--- src/rtl/core/tcw_pkg.sv ---
// ----------------------------------------------------------------------------
// tcw_pkg: shared types and constants for the text console writer
// Screen geometry, character codes, register indexes and the payload
// structs of the input, result and internal control channels.
// ----------------------------------------------------------------------------
package tcw_pkg;

    // Screen geometry
    localparam int COLUMNS    = 80;
    localparam int ROWS       = 25;
    localparam int CELL_COUNT = COLUMNS * ROWS;
    localparam int MOVE_COUNT = (ROWS - 1) * COLUMNS;
    localparam int TAB_STOP   = 8;

    // Field widths
    localparam int CHAR_W = 8;
    localparam int COLOR_W = 4;
    localparam int COL_W  = 7;
    localparam int ROW_W  = 5;
    localparam int ADDR_W = 11;
    localparam int CELL_W = 16;
    localparam int CFG_IDX_W = 4;

    localparam logic [CELL_W-1:0] RESET_BLANK = 16'h0F20;
    localparam logic [CHAR_W-1:0] CHAR_SPACE  = 8'h20;
    localparam logic [CHAR_W-1:0] CHAR_LAST   = 8'h7F;

    // Control characters
    typedef enum logic [CHAR_W-1:0] {
        CHAR_BS  = 8'h08,
        CHAR_TAB = 8'h09,
        CHAR_LF  = 8'h0A,
        CHAR_CR  = 8'h0D
    } ctrl_char_t;

    // Configuration register indexes
    typedef enum logic [CFG_IDX_W-1:0] {
        CFG_BACKGROUND = 4'd0,
        CFG_BLANK_FORE = 4'd1
    } cfg_reg_t;

    typedef struct packed {
        logic [CHAR_W-1:0]  char_code;
        logic [COLOR_W-1:0] fore_color;
    } in_item_t;

    typedef struct packed {
        logic [COL_W-1:0]  cursor_col;
        logic [ROW_W-1:0]  cursor_row;
        logic [ADDR_W-1:0] cursor_location;
        logic              cell_written;
        logic [ADDR_W-1:0] cell_address;
        logic [CELL_W-1:0] cell_value;
        logic              scrolled;
    } out_item_t;

    // Cursor unit result for one character
    typedef struct packed {
        logic [COL_W-1:0]  col;
        logic [ROW_W-1:0]  row;
        logic [ADDR_W-1:0] loc;
        logic              written;
        logic [ADDR_W-1:0] addr;
        logic              scroll;
    } cursor_step_t;

    // Cell write request from the top level into the store
    typedef struct packed {
        logic              en;
        logic [ADDR_W-1:0] addr;
        logic [CELL_W-1:0] data;
    } cell_wr_t;

    // Scroll start request
    typedef struct packed {
        logic              start;
        logic [CELL_W-1:0] blank;
    } scroll_cmd_t;

    // Cell word: background nibble, foreground nibble, character
    function automatic logic [CELL_W-1:0] make_cell(
        input logic [COLOR_W-1:0] back,
        input logic [COLOR_W-1:0] fore,
        input logic [CHAR_W-1:0]  ch
    );
        return {back, fore, ch};
    endfunction

endpackage

--- src/rtl/core/tcw_ram.sv ---
// ----------------------------------------------------------------------------
// tcw_ram: generic single-clock RAM
// One write port and one read port, read data registered.
// ----------------------------------------------------------------------------
module tcw_ram #(
    parameter int WIDTH = 16,
    parameter int DEPTH = 2000
) (
    input  logic                     aclk,
    input  logic                     we,
    input  logic [$clog2(DEPTH)-1:0] waddr,
    input  logic [WIDTH-1:0]         wdata,
    input  logic                     re,
    input  logic [$clog2(DEPTH)-1:0] raddr,
    output logic [WIDTH-1:0]         rdata
);

    logic [WIDTH-1:0] mem [DEPTH];
    logic [WIDTH-1:0] rdata_reg;

    // Write port
    always_ff @(posedge aclk) begin
        if (we) begin
            mem[waddr] <= wdata;
        end
    end

    // Registered read port
    always_ff @(posedge aclk) begin
        if (re) begin
            rdata_reg <= mem[raddr];
        end
    end

    assign rdata = rdata_reg;

endmodule

--- src/rtl/core/tcw_cursor.sv ---
// ----------------------------------------------------------------------------
// tcw_cursor: cursor registers and per-character cursor update
// Decodes the character, moves the cursor, wraps columns, folds a row
// overflow back onto the last row and flags the scroll.
// ----------------------------------------------------------------------------
module tcw_cursor
    import tcw_pkg::*;
(
    input  logic              aclk,
    input  logic              aresetn,
    input  logic              step_en,
    input  logic [CHAR_W-1:0] char_code,
    output cursor_step_t      step
);

    logic [COL_W-1:0] col_reg, col_next;
    logic [ROW_W-1:0] row_reg, row_next;

    logic [COL_W:0]   col_w;
    logic [ROW_W:0]   row_w;
    logic             printable;

    assign printable = (char_code >= CHAR_SPACE) && (char_code <= CHAR_LAST);

    // Character decode and cursor arithmetic
    always_comb begin
        col_w        = {1'b0, col_reg};
        row_w        = {1'b0, row_reg};
        step.written = 1'b0;
        step.addr    = '0;
        step.scroll  = 1'b0;

        unique case (char_code)
            CHAR_BS: begin
                if (col_reg != '0) begin
                    col_w = col_w - 1'b1;
                end
            end
            CHAR_TAB: begin
                col_w = (col_w + (COL_W+1)'(TAB_STOP)) & ~(COL_W+1)'(TAB_STOP - 1);
            end
            CHAR_CR: begin
                col_w = '0;
            end
            CHAR_LF: begin
                col_w = '0;
                row_w = row_w + 1'b1;
            end
            default: begin
                if (printable) begin
                    step.written = 1'b1;
                    step.addr    = ADDR_W'({{(ADDR_W-ROW_W){1'b0}}, row_reg}
                                   * ADDR_W'(COLUMNS))
                                   + {{(ADDR_W-COL_W){1'b0}}, col_reg};
                    col_w        = col_w + 1'b1;
                end
            end
        endcase

        // Column wrap
        if (col_w >= (COL_W+1)'(COLUMNS)) begin
            col_w = '0;
            row_w = row_w + 1'b1;
        end

        // Row overflow: stay on the last row and scroll
        if (row_w >= (ROW_W+1)'(ROWS)) begin
            row_w       = (ROW_W+1)'(ROWS - 1);
            step.scroll = 1'b1;
        end

        step.col = col_w[COL_W-1:0];
        step.row = row_w[ROW_W-1:0];
        step.loc = ADDR_W'({{(ADDR_W-ROW_W){1'b0}}, step.row} * ADDR_W'(COLUMNS))
                   + {{(ADDR_W-COL_W){1'b0}}, step.col};

        col_next = step_en ? step.col : col_reg;
        row_next = step_en ? step.row : row_reg;
    end

    // Cursor registers
    always_ff @(posedge aclk) begin
        if (!aresetn) begin
            col_reg <= '0;
            row_reg <= '0;
        end else begin
            col_reg <= col_next;
            row_reg <= row_next;
        end
    end

endmodule

--- src/rtl/core/tcw_store.sv ---
// ----------------------------------------------------------------------------
// tcw_store: screen cell store and its sweep engine
// Owns the cell RAM. After reset it fills every cell with the reset blank.
// On a scroll it copies each cell from one row below and blanks the last
// row, one cell per cycle. Single cell writes pass through when idle.
// ----------------------------------------------------------------------------
module tcw_store
    import tcw_pkg::*;
(
    input  logic        aclk,
    input  logic        aresetn,
    input  cell_wr_t    cell_wr,
    input  scroll_cmd_t scroll_cmd,
    output logic        busy
);

    logic              run_reg;
    logic              clear_reg;
    logic [ADDR_W-1:0] cnt_reg;
    logic [CELL_W-1:0] blank_reg;
    logic              pipe_valid_reg;
    logic [ADDR_W-1:0] pipe_addr_reg;
    logic              pipe_blank_reg;

    logic              last_cell;
    logic              copy_phase;
    logic [ADDR_W:0]   src_sum;

    logic              ram_we;
    logic [ADDR_W-1:0] ram_waddr;
    logic [CELL_W-1:0] ram_wdata;
    logic              ram_re;
    logic [ADDR_W-1:0] ram_raddr;
    logic [CELL_W-1:0] ram_rdata;

    assign last_cell  = (cnt_reg == ADDR_W'(CELL_COUNT - 1));
    assign copy_phase = (cnt_reg < ADDR_W'(MOVE_COUNT));
    assign src_sum    = {1'b0, cnt_reg} + (ADDR_W+1)'(COLUMNS);

    // Read issue: source cell one row below the destination
    assign ram_re    = run_reg && !clear_reg && copy_phase;
    assign ram_raddr = src_sum[ADDR_W-1:0];

    // Write select: scroll pipe, clear pass, then single writes
    always_comb begin
        ram_we    = 1'b0;
        ram_waddr = cell_wr.addr;
        ram_wdata = cell_wr.data;
        if (pipe_valid_reg) begin
            ram_we    = 1'b1;
            ram_waddr = pipe_addr_reg;
            ram_wdata = pipe_blank_reg ? blank_reg : ram_rdata;
        end else if (run_reg && clear_reg) begin
            ram_we    = 1'b1;
            ram_waddr = cnt_reg;
            ram_wdata = RESET_BLANK;
        end else if (cell_wr.en) begin
            ram_we    = 1'b1;
        end
    end

    // Sweep counter and copy pipeline
    always_ff @(posedge aclk) begin
        if (!aresetn) begin
            run_reg        <= 1'b1;
            clear_reg      <= 1'b1;
            cnt_reg        <= '0;
            pipe_valid_reg <= 1'b0;
        end else begin
            pipe_valid_reg <= run_reg && !clear_reg;
            if (run_reg) begin
                cnt_reg <= cnt_reg + 1'b1;
                if (last_cell) begin
                    run_reg <= 1'b0;
                end
            end else if (scroll_cmd.start) begin
                run_reg   <= 1'b1;
                clear_reg <= 1'b0;
                cnt_reg   <= '0;
            end
        end
    end

    // Payload of the sweep
    always_ff @(posedge aclk) begin
        pipe_addr_reg  <= cnt_reg;
        pipe_blank_reg <= !copy_phase;
        if (!run_reg && scroll_cmd.start) begin
            blank_reg <= scroll_cmd.blank;
        end
    end

    assign busy = run_reg || pipe_valid_reg;

    tcw_ram #(
        .WIDTH (CELL_W),
        .DEPTH (CELL_COUNT)
    ) u_cells (
        .aclk  (aclk),
        .we    (ram_we),
        .waddr (ram_waddr),
        .wdata (ram_wdata),
        .re    (ram_re),
        .raddr (ram_raddr),
        .rdata (ram_rdata)
    );

endmodule

--- src/rtl/core/text_console_writer.sv ---
// ----------------------------------------------------------------------------
// text_console_writer: character writer for an 80x25 text screen
// Takes one character with a foreground color, stores printable codes in
// the cell RAM, moves the cursor and scrolls the screen when needed.
//
//   Channel  Ports                        Moves
//   input    s_valid s_ready s_data       character and foreground color
//   result   m_valid m_ready m_data       cursor, cell write, scroll flag
//   config   cfg_valid cfg_ready          register index and data
//            cfg_index cfg_data
//
// An ordinary character is accepted and its cell written at the input
// transfer; its result then moves from the pending slot to the output
// register. A scroll occupies the RAM sweep, one cell per cycle with a
// registered read; no input is taken meanwhile.
// After reset a clearing pass writes the blank cell to all 2000 cells
// before the first input transfer; config writes are always taken.
// A stalled result waits in the output register while one more item is taken.
// ----------------------------------------------------------------------------
module text_console_writer
    import tcw_pkg::*;
(
    input  logic                 aclk,
    input  logic                 aresetn,

    input  logic                 s_valid,
    output logic                 s_ready,
    input  in_item_t             s_data,

    output logic                 m_valid,
    input  logic                 m_ready,
    output out_item_t            m_data,

    input  logic                 cfg_valid,
    output logic                 cfg_ready,
    input  logic [CFG_IDX_W-1:0] cfg_index,
    input  logic [COLOR_W-1:0]   cfg_data
);

    logic [COLOR_W-1:0] background_reg, background_next;
    logic [COLOR_W-1:0] blank_fore_reg, blank_fore_next;
    logic               pend_valid_reg, pend_valid_next;
    logic               out_valid_reg, out_valid_next;
    out_item_t          pend_reg;
    out_item_t          out_reg;

    logic               accept;
    logic               move;
    logic               store_busy;
    logic [CELL_W-1:0]  cell_word;
    cursor_step_t       step;
    cell_wr_t           cell_wr;
    scroll_cmd_t        scroll_cmd;

    assign accept    = s_valid && s_ready;
    assign s_ready   = !store_busy && !pend_valid_reg;
    assign move      = pend_valid_reg && (!out_valid_reg || m_ready);
    assign cfg_ready = 1'b1;

    // Cursor unit
    tcw_cursor u_cursor (
        .aclk      (aclk),
        .aresetn   (aresetn),
        .step_en   (accept),
        .char_code (s_data.char_code),
        .step      (step)
    );

    assign cell_word = make_cell(background_reg, s_data.fore_color, s_data.char_code);

    // Cell write and scroll request at the input transfer
    always_comb begin
        cell_wr.en       = accept && step.written;
        cell_wr.addr     = step.addr;
        cell_wr.data     = cell_word;
        scroll_cmd.start = accept && step.scroll;
        scroll_cmd.blank = make_cell(background_reg, blank_fore_reg, CHAR_SPACE);
    end

    // Cell store with clear and scroll sweeps
    tcw_store u_store (
        .aclk       (aclk),
        .aresetn    (aresetn),
        .cell_wr    (cell_wr),
        .scroll_cmd (scroll_cmd),
        .busy       (store_busy)
    );

    // Configuration register decode
    always_comb begin
        background_next = background_reg;
        blank_fore_next = blank_fore_reg;
        if (cfg_valid) begin
            unique case (cfg_index)
                CFG_BACKGROUND: background_next = cfg_data;
                CFG_BLANK_FORE: blank_fore_next = cfg_data;
                default: ;
            endcase
        end
    end

    // Result staging: pending slot then output register
    always_comb begin
        pend_valid_next = pend_valid_reg;
        if (accept) begin
            pend_valid_next = 1'b1;
        end else if (move) begin
            pend_valid_next = 1'b0;
        end
        out_valid_next = out_valid_reg;
        if (move) begin
            out_valid_next = 1'b1;
        end else if (m_ready) begin
            out_valid_next = 1'b0;
        end
    end

    always_ff @(posedge aclk) begin
        if (!aresetn) begin
            background_reg <= '0;
            blank_fore_reg <= 4'hF;
            pend_valid_reg <= 1'b0;
            out_valid_reg  <= 1'b0;
        end else begin
            background_reg <= background_next;
            blank_fore_reg <= blank_fore_next;
            pend_valid_reg <= pend_valid_next;
            out_valid_reg  <= out_valid_next;
        end
    end

    // Result payload
    always_ff @(posedge aclk) begin
        if (accept) begin
            pend_reg.cursor_col      <= step.col;
            pend_reg.cursor_row      <= step.row;
            pend_reg.cursor_location <= step.loc;
            pend_reg.cell_written    <= step.written;
            pend_reg.cell_address    <= step.addr;
            pend_reg.cell_value      <= step.written ? cell_word : '0;
            pend_reg.scrolled        <= step.scroll;
        end
        if (move) begin
            out_reg <= pend_reg;
        end
    end

    assign m_valid = out_valid_reg;
    assign m_data  = out_reg;

    // Cursor row stays on screen in every result
    assert property (@(posedge aclk) disable iff (!aresetn)
        m_valid |-> (m_data.cursor_row < ROW_W'(ROWS)))
        else $error("cursor row beyond last row");

    // Linear location agrees with row and column
    assert property (@(posedge aclk) disable iff (!aresetn)
        m_valid |-> (m_data.cursor_location ==
            ADDR_W'({{(ADDR_W-ROW_W){1'b0}}, m_data.cursor_row} * ADDR_W'(COLUMNS))
            + {{(ADDR_W-COL_W){1'b0}}, m_data.cursor_col}))
        else $error("cursor location mismatch");

    // A scroll blocks input on the following cycle
    assert property (@(posedge aclk) disable iff (!aresetn)
        (accept && step.scroll) |=> (store_busy && !s_ready))
        else $error("input taken during scroll");

    // Cell address and value stay zero in a result without a cell write
    assert property (@(posedge aclk) disable iff (!aresetn)
        (m_valid && !m_data.cell_written) |->
            (m_data.cell_address == '0 && m_data.cell_value == '0))
        else $error("cell fields set without a write");

endmodule
--- config.mk ---
export PLATFORM = sky130hd
export DESIGN_NAME = text_console_writer
export DESIGN_NICKNAME = d
export VERILOG_FILES = /design/src/rtl/core/tcw_pkg.sv /design/src/rtl/core/tcw_ram.sv /design/src/rtl/core/tcw_cursor.sv /design/src/rtl/core/tcw_store.sv /design/src/rtl/core/text_console_writer.sv
export SDC_FILE = /design/constraint.sdc
export NUM_CORES = 1
export LEC_CHECK = 0
export BUFFER_PORTS_ARGS = -buffer_cell sky130_fd_sc_hd__buf_2
export CAP_MARGIN = 20
export CORE_UTILIZATION = 58
export DETAILED_ROUTE_END_ITERATION = 7
export MAX_ROUTING_LAYER = met4
export PLACE_DENSITY_LB_ADDON = 0.15
export SETUP_SLACK_MARGIN = 0.3
export SLEW_MARGIN = 20
export SYNTH_ARGS = -nofsm -noshare
export SYNTH_HDL_FRONTEND = slang
export SYNTH_SLANG_ARGS = --single-unit
--- constraint.sdc ---
create_clock -name aclk -period 8.5 [get_ports aclk]
set_input_delay 2.55 -clock aclk [delete_from_list [all_inputs] [get_ports aclk]]
set_output_delay 2.55 -clock aclk [all_outputs]
set_load 0.1 [all_outputs]
==> flow_summary_export.csv, run 1 <==
group,metric,value,unit
timing,max_slew.worst_pin.slew,0.745,ns
power_and_ir_drop,p_clk_frac,0.509,
final_layout,nets,637,
timing,finalSetupViolations,0,
setup_path,critical_path.cell_chain,"buf_2 -> or4b_1 -> nor2_1 -> buf_4 -> xor2_1 -> ha_1 -> xor2_1 -> xor2_1 -> nor2_1 -> a22oi_1 -> o21ai_0 -> mux2_4 -> o21ai_2 -> buf_4 -> or2_1 -> inv_2 -> ha_1 -> ha_1 -> inv_1 -> fa_1 -> nor3_1 -> xor2_1 -> xnor2_1",
min_path,whs_endpoint,"m_data[33]",
synthesis,synth_most_common_cell,"edfxtp_1",
synthesis,synth_edf_count,96,
grt,top_usage_layer,"met2",
synthesis,ys_warn_count,0,
clocking,cts_max_path_buffers,2,
final_layout,nFillCells,739,
synthesis,synthSimpleGateAreaFrac,0.156,
timing,slew_headroom,0.503,
min_path,hp-class,"flop to flop",
min_path,worstHoldStart,"pend_reg[33]",
route,num_vias,4075,
floorplanning,die_height,104,um
clocking,h-tree-depth,4,
route,drtPass1Iterations,5,
timing,fin_skew,0.00476,ns
grt,grt.total_usage,0.222,
final_layout,postLayoutCoreUtil,0.697,
power_and_ir_drop,p_seq_frac,0.471,
final_layout,areaGrowthSynthToFinish,17.2,%
power_and_ir_drop,power_leakage,0.00267,uW
floorplanning,core-area,0.0102,mm^2
grt,grt_max_degree,65,
clocking,clkSlewWorstSetupHoldPaths,0.06,ns
power_and_ir_drop,powerDensity,198,mW/mm^2
synthesis,ys_types,70,
setup_path,cp-start-kind,"input port",
clocking,cts_tree,"yes",
synthesis,synth_compound_area_frac,0.109,
synthesis,syn_inst,512,
power_and_ir_drop,p_total,1420,uW
timing,period_minus_slack,7.04,ns
placed_design,place.gp.congestion,0.868,
route,wirelength,10800,um
placed_design,io_buffers,78,
timing,fin_setup_tns,0,ns
synthesis,synth_area_per_cell,11.9,um^2
clocking,cts_buffers,17,
clocking,ctsHoldBuffers,0,
route,drtIter0Drc,154,
route,vias_per_cell,5.57,
synthesis,synth_nets,566,
setup_path,critPathMostFrequentCell,"xor2_1",
grt,antenna_found_initial,0,
clocking,cts_root_buf,"clkbuf_8",
setup_path,crit_fanout,13,
timing,hold_viol_final,0,
timing,post-route-period-util,0.828,
route,wl_per_cell,14.8,um
final_layout,antenna_cells,0,
synthesis,async_flop_share,0,
setup_path,slowest_stage,"or4b_1",
route,final_antenna_net_count,0,
setup_path,rr_endpoint,"pend_reg[39]",
final_layout,design_area,0.00714,mm^2
clocking,cts_sinks,128,
synthesis,synth_area_leaders,"edfxtp_1 (47%), dfxtp_1 (11%), ha_1 (5.1%), nand2_1 (2.4%), nor2_1 (1.9%)",
timing,rsz0062_at_grt,"false",
route,drc_errors,0,
grt,gr-usage-met2,0.360,
min_path,whs_path_depth,0,
synthesis,yosysTopAreaCell,"edfxtp_1",
power_and_ir_drop,power_frac_comb,0.020,
outcome,status,"completed",
floorplanning,initial_core_util,0.595,
clocking,cts_setup_buffers,0,
synthesis,synth_seq_cells,128,
grt,grt_overflow,0,
power_and_ir_drop,p_sw,289,uW
synthesis,synth_top_area_frac,0.474,
floorplanning,dieArea,0.0109,mm^2
setup_path,cp.arrival,7.31,ns
synthesis,synth_mux_area_frac,0.0158,
synthesis,synth_seq_area_share,0.579,
floorplanning,rows,37,
setup_path,cp_top_family,"adder cells",
synthesis,syn_area,0.00609,mm^2
run,drv_cap,0,
final_layout,layout-drive-gt1-share,0.227,
clocking,clk_latency,0.52,ns
grt,grt_pass1_vias,3870,
setup_path,cp.required,8.77,ns
synthesis,synth_xor_area_frac,0.0345,
grt,gr-usage-met3,0.0457,
setup_path,worstSetupEndpointType,"flop",
floorplanning,die_w,104,um
power_and_ir_drop,peakVddDrop,0.172,mV
grt,grt_util_met1,0.266,
setup_path,ff2ff_setup_slack,3.40,ns
floorplanning,io_pins,80,
synthesis,synth_adder_area_share,0.0646,
timing,fmax,0.142,GHz
power_and_ir_drop,switching_share,0.204,
timing,report.final.slew_viol_count,0,
clocking,cts_resized,0,
synthesis,synth_top_family_by_area,"simple AND/OR/NAND/NOR gates",
setup_path,critical_path_class,"input port to flop",
power_and_ir_drop,internal_power,1130,uW
setup_path,cp_num_buf_inv,5,
setup_path,reg2reg_depth,19,
synthesis,synth_flop_cell,"edfxtp_1",
grt,grt_pass1_wl,18300,um
placed_design,dp_hpwl,7210,um
timing,whs,0.416,ns
placed_design,dpl_cell_area,0.00654,mm^2
setup_path,r2r-start,"u_cursor.col_reg[1]",
setup_path,max_stage_delay,0.61,ns
synthesis,yosys-top-cells-count,"edfxtp_1 (96), nand2_1 (39), dfxtp_1 (32)",
## cell type report
type	count	area, um^2	share of cell area
multi-input cells	330	2320	0.326
clock inverters	15	185	0.0260
repair buffers	84	435	0.0610
clock buffers	17	414	0.0580
inverters	22	82.6	0.0116
flip-flops and latches	128	3520	0.494
well taps	136	170	0.0238
## kinds of logic (layout without fill, tap and decap cells)
kind of cell | after synthesis | after routing
AO/OA/AOI/OAI | 89 | 89
XOR/XNOR | 24 | 24
adder cells (fa/ha/maj) | 29 | 29
buffers and inverters | 54 | 138
flip-flops | 128 | 128
multiplexers | 9 | 9
other | 2 | 2
AND/OR/NAND/NOR | 177 | 177
## metal layers
layer	share of wire	vias to the layer above
met5	0	-
met4	0.019	0
met3	0.042	20
met2	0.51	100
met1	0.43	1952
li1	-	2003
## cells in the final DEF, fill, tap and decap left out, types with 11 or more instances in the layout
cell type | netlist | final
xnor2_1 | 13 | 13
nand2_1 | 39 | 39
a21oi_1 | 14 | 14
ha_1 | 25 | 25
edfxtp_1 | 96 | 96
xor2_1 | 11 | 11
clkbuf_16 | 0 | 16
nand3_1 | 20 | 20
inv_1 | 21 | 20
and2_1 | 18 | 18
dfxtp_1 | 32 | 32
buf_2 | 1 | 78
nor2_1 | 31 | 31
nor2b_1 | 16 | 15
## power by group through the flow
stage	clock network, uW	registers (uW)	logic, uW
floorplan	0	679	17.0
global placement	0	680	26.6
detailed placement	0	680	27.6
CTS	733	667	27.8
global route	760	666	30.9
finish	721	667	27.9
## metrics by stage
step	cells	worst slack, ns
4_1_cts	732	1.49
3_3_place_gp	700	1.22
3_5_place_dp	700	1.02
5_1_grt	732	1.08
2_1_floorplan	512	1.25
6_report	732	1.46
## how the worst max path moves through the flow
stage	cells past startpoint	startpoint	to	slack (ns)
floorplan	23	s_data[4]	pend_reg[39]	1.25
global placement	23	s_data[8]	pend_reg[39]	1.22
detailed placement	23	s_data[8]	pend_reg[39]	1.02
CTS	23	s_data[8]	pend_reg[39]	1.49
global route	23	s_data[8]	pend_reg[39]	1.08
finish	23	s_data[8]	pend_reg[39]	1.46
No activity file was read; power rests on OpenSTA's default activity.
==> run 2, diff against run 1 <==
==> constraint.sdc (replaced) <==
create_clock -name aclk -period 6.85 [get_ports aclk]
set_input_delay 2.055 -clock aclk [delete_from_list [all_inputs] [get_ports aclk]]
set_output_delay 2.055 -clock aclk [all_outputs]
set_load 0.1 [all_outputs]
==> run 2 against run 1 <==
  * The run now ends with DRC left
  * Utilization rose by 0.87 points
  * Critical endpoint unchanged
  * First-iteration DRC count up 9.1%
  * Cell area is 1.2% higher
  * Sequential share of layout area fell by 0.61 points
==> flow_summary_export.csv, run 2 (synthesized netlist as in run 1, its figures left out) <==
group,metric,value,unit
outcome,status,"finished, violations left",
outcome,violations,"DRC",
timing,fin_skew,0.00816,ns
setup_path,worstSetupEndpointType,"flop",
clocking,cts_root_buf,"clkbuf_8",
timing,hold_viol_final,0,
final_layout,layout_common_cells,"edfxtp_1 (96), buf_2 (78), nand2_1 (39)",
timing,rsz0062_at_grt,"false",
timing,report.final.slew_viol_count,0,
timing,post-route-period-util,0.897,
route,dr_wl_met2,5660,um
placed_design,dp_hpwl,7520,um
route,drc_errors,2,
placed_design,io_buffers,78,
timing,slew_headroom,0.428,
power_and_ir_drop,power_leakage,0.00270,uW
grt,grt.total_usage,0.227,
route,num_vias,4108,
clocking,ctsHoldBuffers,0,
clocking,clk_latency,0.53,ns
floorplanning,rows,37,
route,wirelength,11200,um
final_layout,nets,639,
floorplanning,die_w,104,um
final_layout,antenna_cells,0,
setup_path,rr_endpoint,"pend_reg[39]",
timing,max_slew.worst_pin.slew,0.857,ns
route,wl_per_cell,15.3,um
setup_path,ff2ff_setup_slack,2.02,ns
final_layout,design_area,0.00722,mm^2
route,drt-met1-wl,4890,um
timing,period_minus_slack,6.14,ns
route,vias_per_cell,5.60,
setup_path,crit_fanout,8,
timing,fin_setup_tns,0,ns
min_path,hp-class,"flop to flop",
final_layout,layout-drive-gt1-share,0.234,
setup_path,r2r-start,"u_cursor.col_reg[1]",
final_layout,postLayoutCoreUtil,0.706,
grt,grt_pass1_wl,18600,um
grt,grt_pass1_vias,3824,
grt,antenna_found_initial,0,
timing,fmax,0.163,GHz
route,drtIter0Drc,168,
clocking,cts_buffers,17,
grt,grt_overflow,0,
clocking,cts_sinks,128,
floorplanning,initial_core_util,0.595,
floorplanning,die_height,104,um
grt,grt_max_degree,49,
power_and_ir_drop,peakVddDrop,0.165,mV
setup_path,cp.arrival,6.42,ns
clocking,cts_resized,0,
min_path,whs_path_depth,0,
floorplanning,io_pins,80,
final_layout,areaGrowthSynthToFinish,18.7,%
timing,finalSetupViolations,0,
power_and_ir_drop,p_total,1840,uW
clocking,h-tree-depth,4,
floorplanning,core-area,0.0102,mm^2
setup_path,cp-start-kind,"input port",
timing,whs,0.416,ns
clocking,cts_tree,"yes",
route,drtPass1Iterations,7,
placed_design,dpl_cell_area,0.00658,mm^2
route,wl_met3,518,um
setup_path,critical_path_class,"input port to flop",
setup_path,cp.required,7.12,ns
clocking,cts_setup_buffers,0,
min_path,whs_endpoint,"m_data[48]",
clocking,clkSlewWorstSetupHoldPaths,0.06,ns
final_layout,final_common_cell,"edfxtp_1",
floorplanning,dieArea,0.0109,mm^2
run,drv_cap,0,
setup_path,reg2reg_depth,19,
route,highest_layer,"met4",
placed_design,place.gp.congestion,0.870,
min_path,worstHoldStart,"pend_reg[48]",
route,final_antenna_net_count,0,
clocking,cts_max_path_buffers,2,
power_and_ir_drop,powerDensity,255,mW/mm^2
## run 2: cell count changes in the layout (fill, tap and decap cells not counted), moves of 2 or more
cell	change
clkinv_2	-2
buf_4	+2
clkbuf_8	+2
clkinv_4	-4
bufinv_16	+2
## run 2: area by class of cell
class                   count  area, um^2
flip-flops and latches    128        3520
fillers                   733        3010
multi-input cells         330        2350
repair buffers             86         450
clock buffers              20         445
clock inverters            12         201
well taps                 136         170
inverters                  22        82.6
## run 2: worst max-delay path, cell delays in order
cell and delay, ns:
buf_2 0.12, or4b_4 0.60, nor2_4 0.25, xor2_2 0.24, ha_2 0.25, xor2_1 0.22, xor2_1 0.17, nor2_1 0.05
a22oi_1 0.16, o21ai_0 0.10, mux2_4 0.27, o21ai_2 0.13, or2_1 0.19, inv_2 0.06, ha_1 0.29, ha_1 0.22
inv_1 0.07, fa_1 0.46, nor3_2 0.21, xor2_1 0.21, xnor2_1 0.09
## run 2: worst max-delay path by stage
stage / from / endpoint / slack [ns] / depth (start not counted)
global route: s_data[9] / pend_reg[39] / 0.43 / 22
floorplan: s_data[4] / pend_reg[39] / 0.32 / 23
finish: s_data[9] / pend_reg[39] / 0.71 / 21
CTS: s_data[9] / pend_reg[39] / 0.70 / 21
detailed placement: s_data[9] / pend_reg[39] / 0.24 / 22
global placement: s_data[9] / pend_reg[39] / 0.36 / 22
## run 2: per-stage QoR
| stage | cells | setup WS, ns |
|---|---|---|
| final | 734 | 0.706 |
| after global routing | 734 | 0.429 |
| after CTS | 734 | 0.701 |
| after detailed placement | 702 | 0.241 |
| after global placement | 702 | 0.361 |
| after floorplan | 512 | 0.319 |
## run 2: per-layer routing
metal  vias to the layer above  GRT usage
met5                         -          -
met4                         0      0.104
met3                        15     0.0545
met2                       118      0.360
met1                      1964      0.277
li1                       2011          -
## run 2: power by group
group          total, uW  internal [uW]  leakage (uW)  switching (uW)
Combinational       35.2           14.1       0.00128            21.0
Clock                979            649      0.000314             329
Sequential           828            826       0.00110            1.55
Total               1840           1490       0.00270             352
==> run 3, diff against run 2 <==
--- a/config.mk
+++ b/config.mk
@@ -11,6 +11,7 @@
 export DETAILED_ROUTE_END_ITERATION = 7
 export MAX_ROUTING_LAYER = met4
 export PLACE_DENSITY_LB_ADDON = 0.15
+export REMOVE_ABC_BUFFERS = 1
 export SETUP_SLACK_MARGIN = 0.3
 export SLEW_MARGIN = 20
 export SYNTH_ARGS = -nofsm -noshare
==> run 3 against run 2 <==
  * The run now ends clean
  * Largest power group unchanged
  * Wire length down 0.51%
  * Largest cell class unchanged
  * Critical path depth unchanged
  * Clock-buffer cell count down 1
==> flow_summary_export.csv, run 3 (synthesized netlist as in run 1, its figures left out) <==
group,metric,value,unit
outcome,status,"completed",
grt,grt_max_degree,49,
min_path,whs_endpoint,"m_data[49]",
grt,grt_pass1_vias,3875,
final_layout,nets,639,
route,drtPass1Iterations,5,
grt,grt_util_met1,0.272,
timing,fin_setup_tns,0,ns
min_path,whs_path_depth,0,
final_layout,nFillCells,695,
grt,grt.total_usage,0.225,
setup_path,ff2ff_setup_slack,1.89,ns
final_layout,layout_common_cells,"edfxtp_1 (96), buf_2 (78), nand2_1 (39)",
grt,gr-usage-met2,0.364,
final_layout,layout-drive-gt1-share,0.229,
route,final_antenna_net_count,0,
route,drtIter0Drc,199,
timing,hold_viol_final,0,
route,wl_per_cell,15.2,um
final_layout,antenna_cells,0,
run,drv_cap,0,
floorplanning,initial_core_util,0.595,
power_and_ir_drop,power_leakage,0.00266,uW
power_and_ir_drop,powerDensity,243,mW/mm^2
min_path,hp-class,"flop to flop",
clocking,cts_max_path_buffers,2,
setup_path,r2r-start,"u_cursor.col_reg[1]",
grt,top_usage_layer,"met2",
power_and_ir_drop,peakVddDrop,0.143,mV
setup_path,crit_fanout,6,
setup_path,cp.arrival,6.56,ns
clocking,cts_root_buf,"clkbuf_8",
placed_design,place.gp.congestion,0.899,
timing,max_slew.worst_pin.slew,0.759,ns
clocking,cts_sinks,128,
grt,grt_overflow,0,
timing,whs,0.410,ns
floorplanning,die_w,104,um
timing,fmax,0.159,GHz
min_path,worstHoldStart,"pend_reg[49]",
timing,report.final.slew_viol_count,0,
final_layout,areaGrowthSynthToFinish,17.3,%
route,drc_errors,0,
setup_path,reg2reg_depth,18,
final_layout,multi_input_area,0.00233,mm^2
grt,grt_pass1_wl,18400,um
clocking,cts_buffers,17,
setup_path,cp.required,7.12,ns
timing,period_minus_slack,6.29,ns
route,num_vias,4119,
final_layout,area.sequential,0.00352,mm^2
setup_path,critical_path_class,"input port to flop",
timing,finalSetupViolations,0,
grt,antenna_found_initial,0,
final_layout,final_common_cell,"edfxtp_1",
timing,slew_headroom,0.493,
setup_path,cp-start-kind,"input port",
floorplanning,io_pins,80,
setup_path,worstSetupEndpointType,"flop",
placed_design,dp_hpwl,7590,um
clocking,clk_latency,0.52,ns
route,vias_per_cell,5.61,
placed_design,io_buffers,78,
timing,post-route-period-util,0.918,
timing,rsz0062_at_grt,"false",
grt,gr-usage-met3,0.0495,
clocking,cts_tree,"yes",
clocking,h-tree-depth,4,
clocking,clkSlewWorstSetupHoldPaths,0.06,ns
floorplanning,rows,37,
floorplanning,dieArea,0.0109,mm^2
timing,fin_skew,0.0142,ns
clocking,cts_setup_buffers,0,
setup_path,rr_endpoint,"pend_reg[39]",
floorplanning,core-area,0.0102,mm^2
floorplanning,die_height,104,um
route,wirelength,11200,um
==> run 3: worst max-delay path: stages <==
cell     delay, ns
buf_2         0.14
or4b_1        0.61
nor2_2        0.26
xor2_1        0.25
ha_1          0.28
xor2_1        0.24
xor2_1        0.17
nor2_1        0.05
a22oi_1       0.15
o21ai_0       0.09
mux2_4        0.26
o21ai_2       0.12
or2_1         0.20
inv_2         0.07
ha_1          0.30
ha_1          0.22
inv_1         0.07
fa_1          0.46
nor3_1        0.25
xor2_1        0.19
xnor2_1       0.09
==> run 3: cell type report <==
cell class,count,share of cell area
repair buffers,86,0.0631
multi-input cells,330,0.326
clock buffers,19,0.0605
flip-flops and latches,128,0.494
clock inverters,13,0.0214
inverters,22,0.0116
well taps,136,0.0238
==> run 3: stage by stage <==
stage	instances	instance area (um^2)	util	total power, uW	setup WS (ns)
finish	734	7140	0.698	1740	0.560
global route	734	7140	0.698	1790	0.308
CTS	734	7140	0.697	1750	0.503
detailed placement	702	6550	0.640	878	0.0227
global placement	702	6550	0.640	877	0.179
floorplan	480	5920	-	860	0.0826
==> run 3: routing by layer <==
layer	part of all wire	up-vias
met5	0	-
met4	0.017	0
met3	0.051	22
met2	0.50	134
met1	0.43	1955
li1	-	2008
==> run 3: report_power, final <==
part           internal [uW]  switching, uW  leakage [uW]
combinational           13.8           21.1       0.00128
sequential               826           1.33       0.00110
clock                    534            342      0.000275
==> run 3: worst max-delay path by stage <==
stage / cells after the start / to / start / slack [ns]
after CTS: 21 / pend_reg[39] / s_data[8] / 0.50
after detailed placement: 21 / pend_reg[39] / s_data[8] / 0.02
after global placement: 21 / pend_reg[39] / s_data[8] / 0.18
after floorplan: 20 / pend_reg[39] / s_data[9] / 0.08
after global routing: 21 / pend_reg[39] / s_data[8] / 0.31
final: 21 / pend_reg[39] / s_data[8] / 0.56
==> run 3: repair_timing <==
item                       4_1_cts  5_1_grt
resized for setup                0        1
setup endpoints to repair        0        1
hold buffers                     0        0
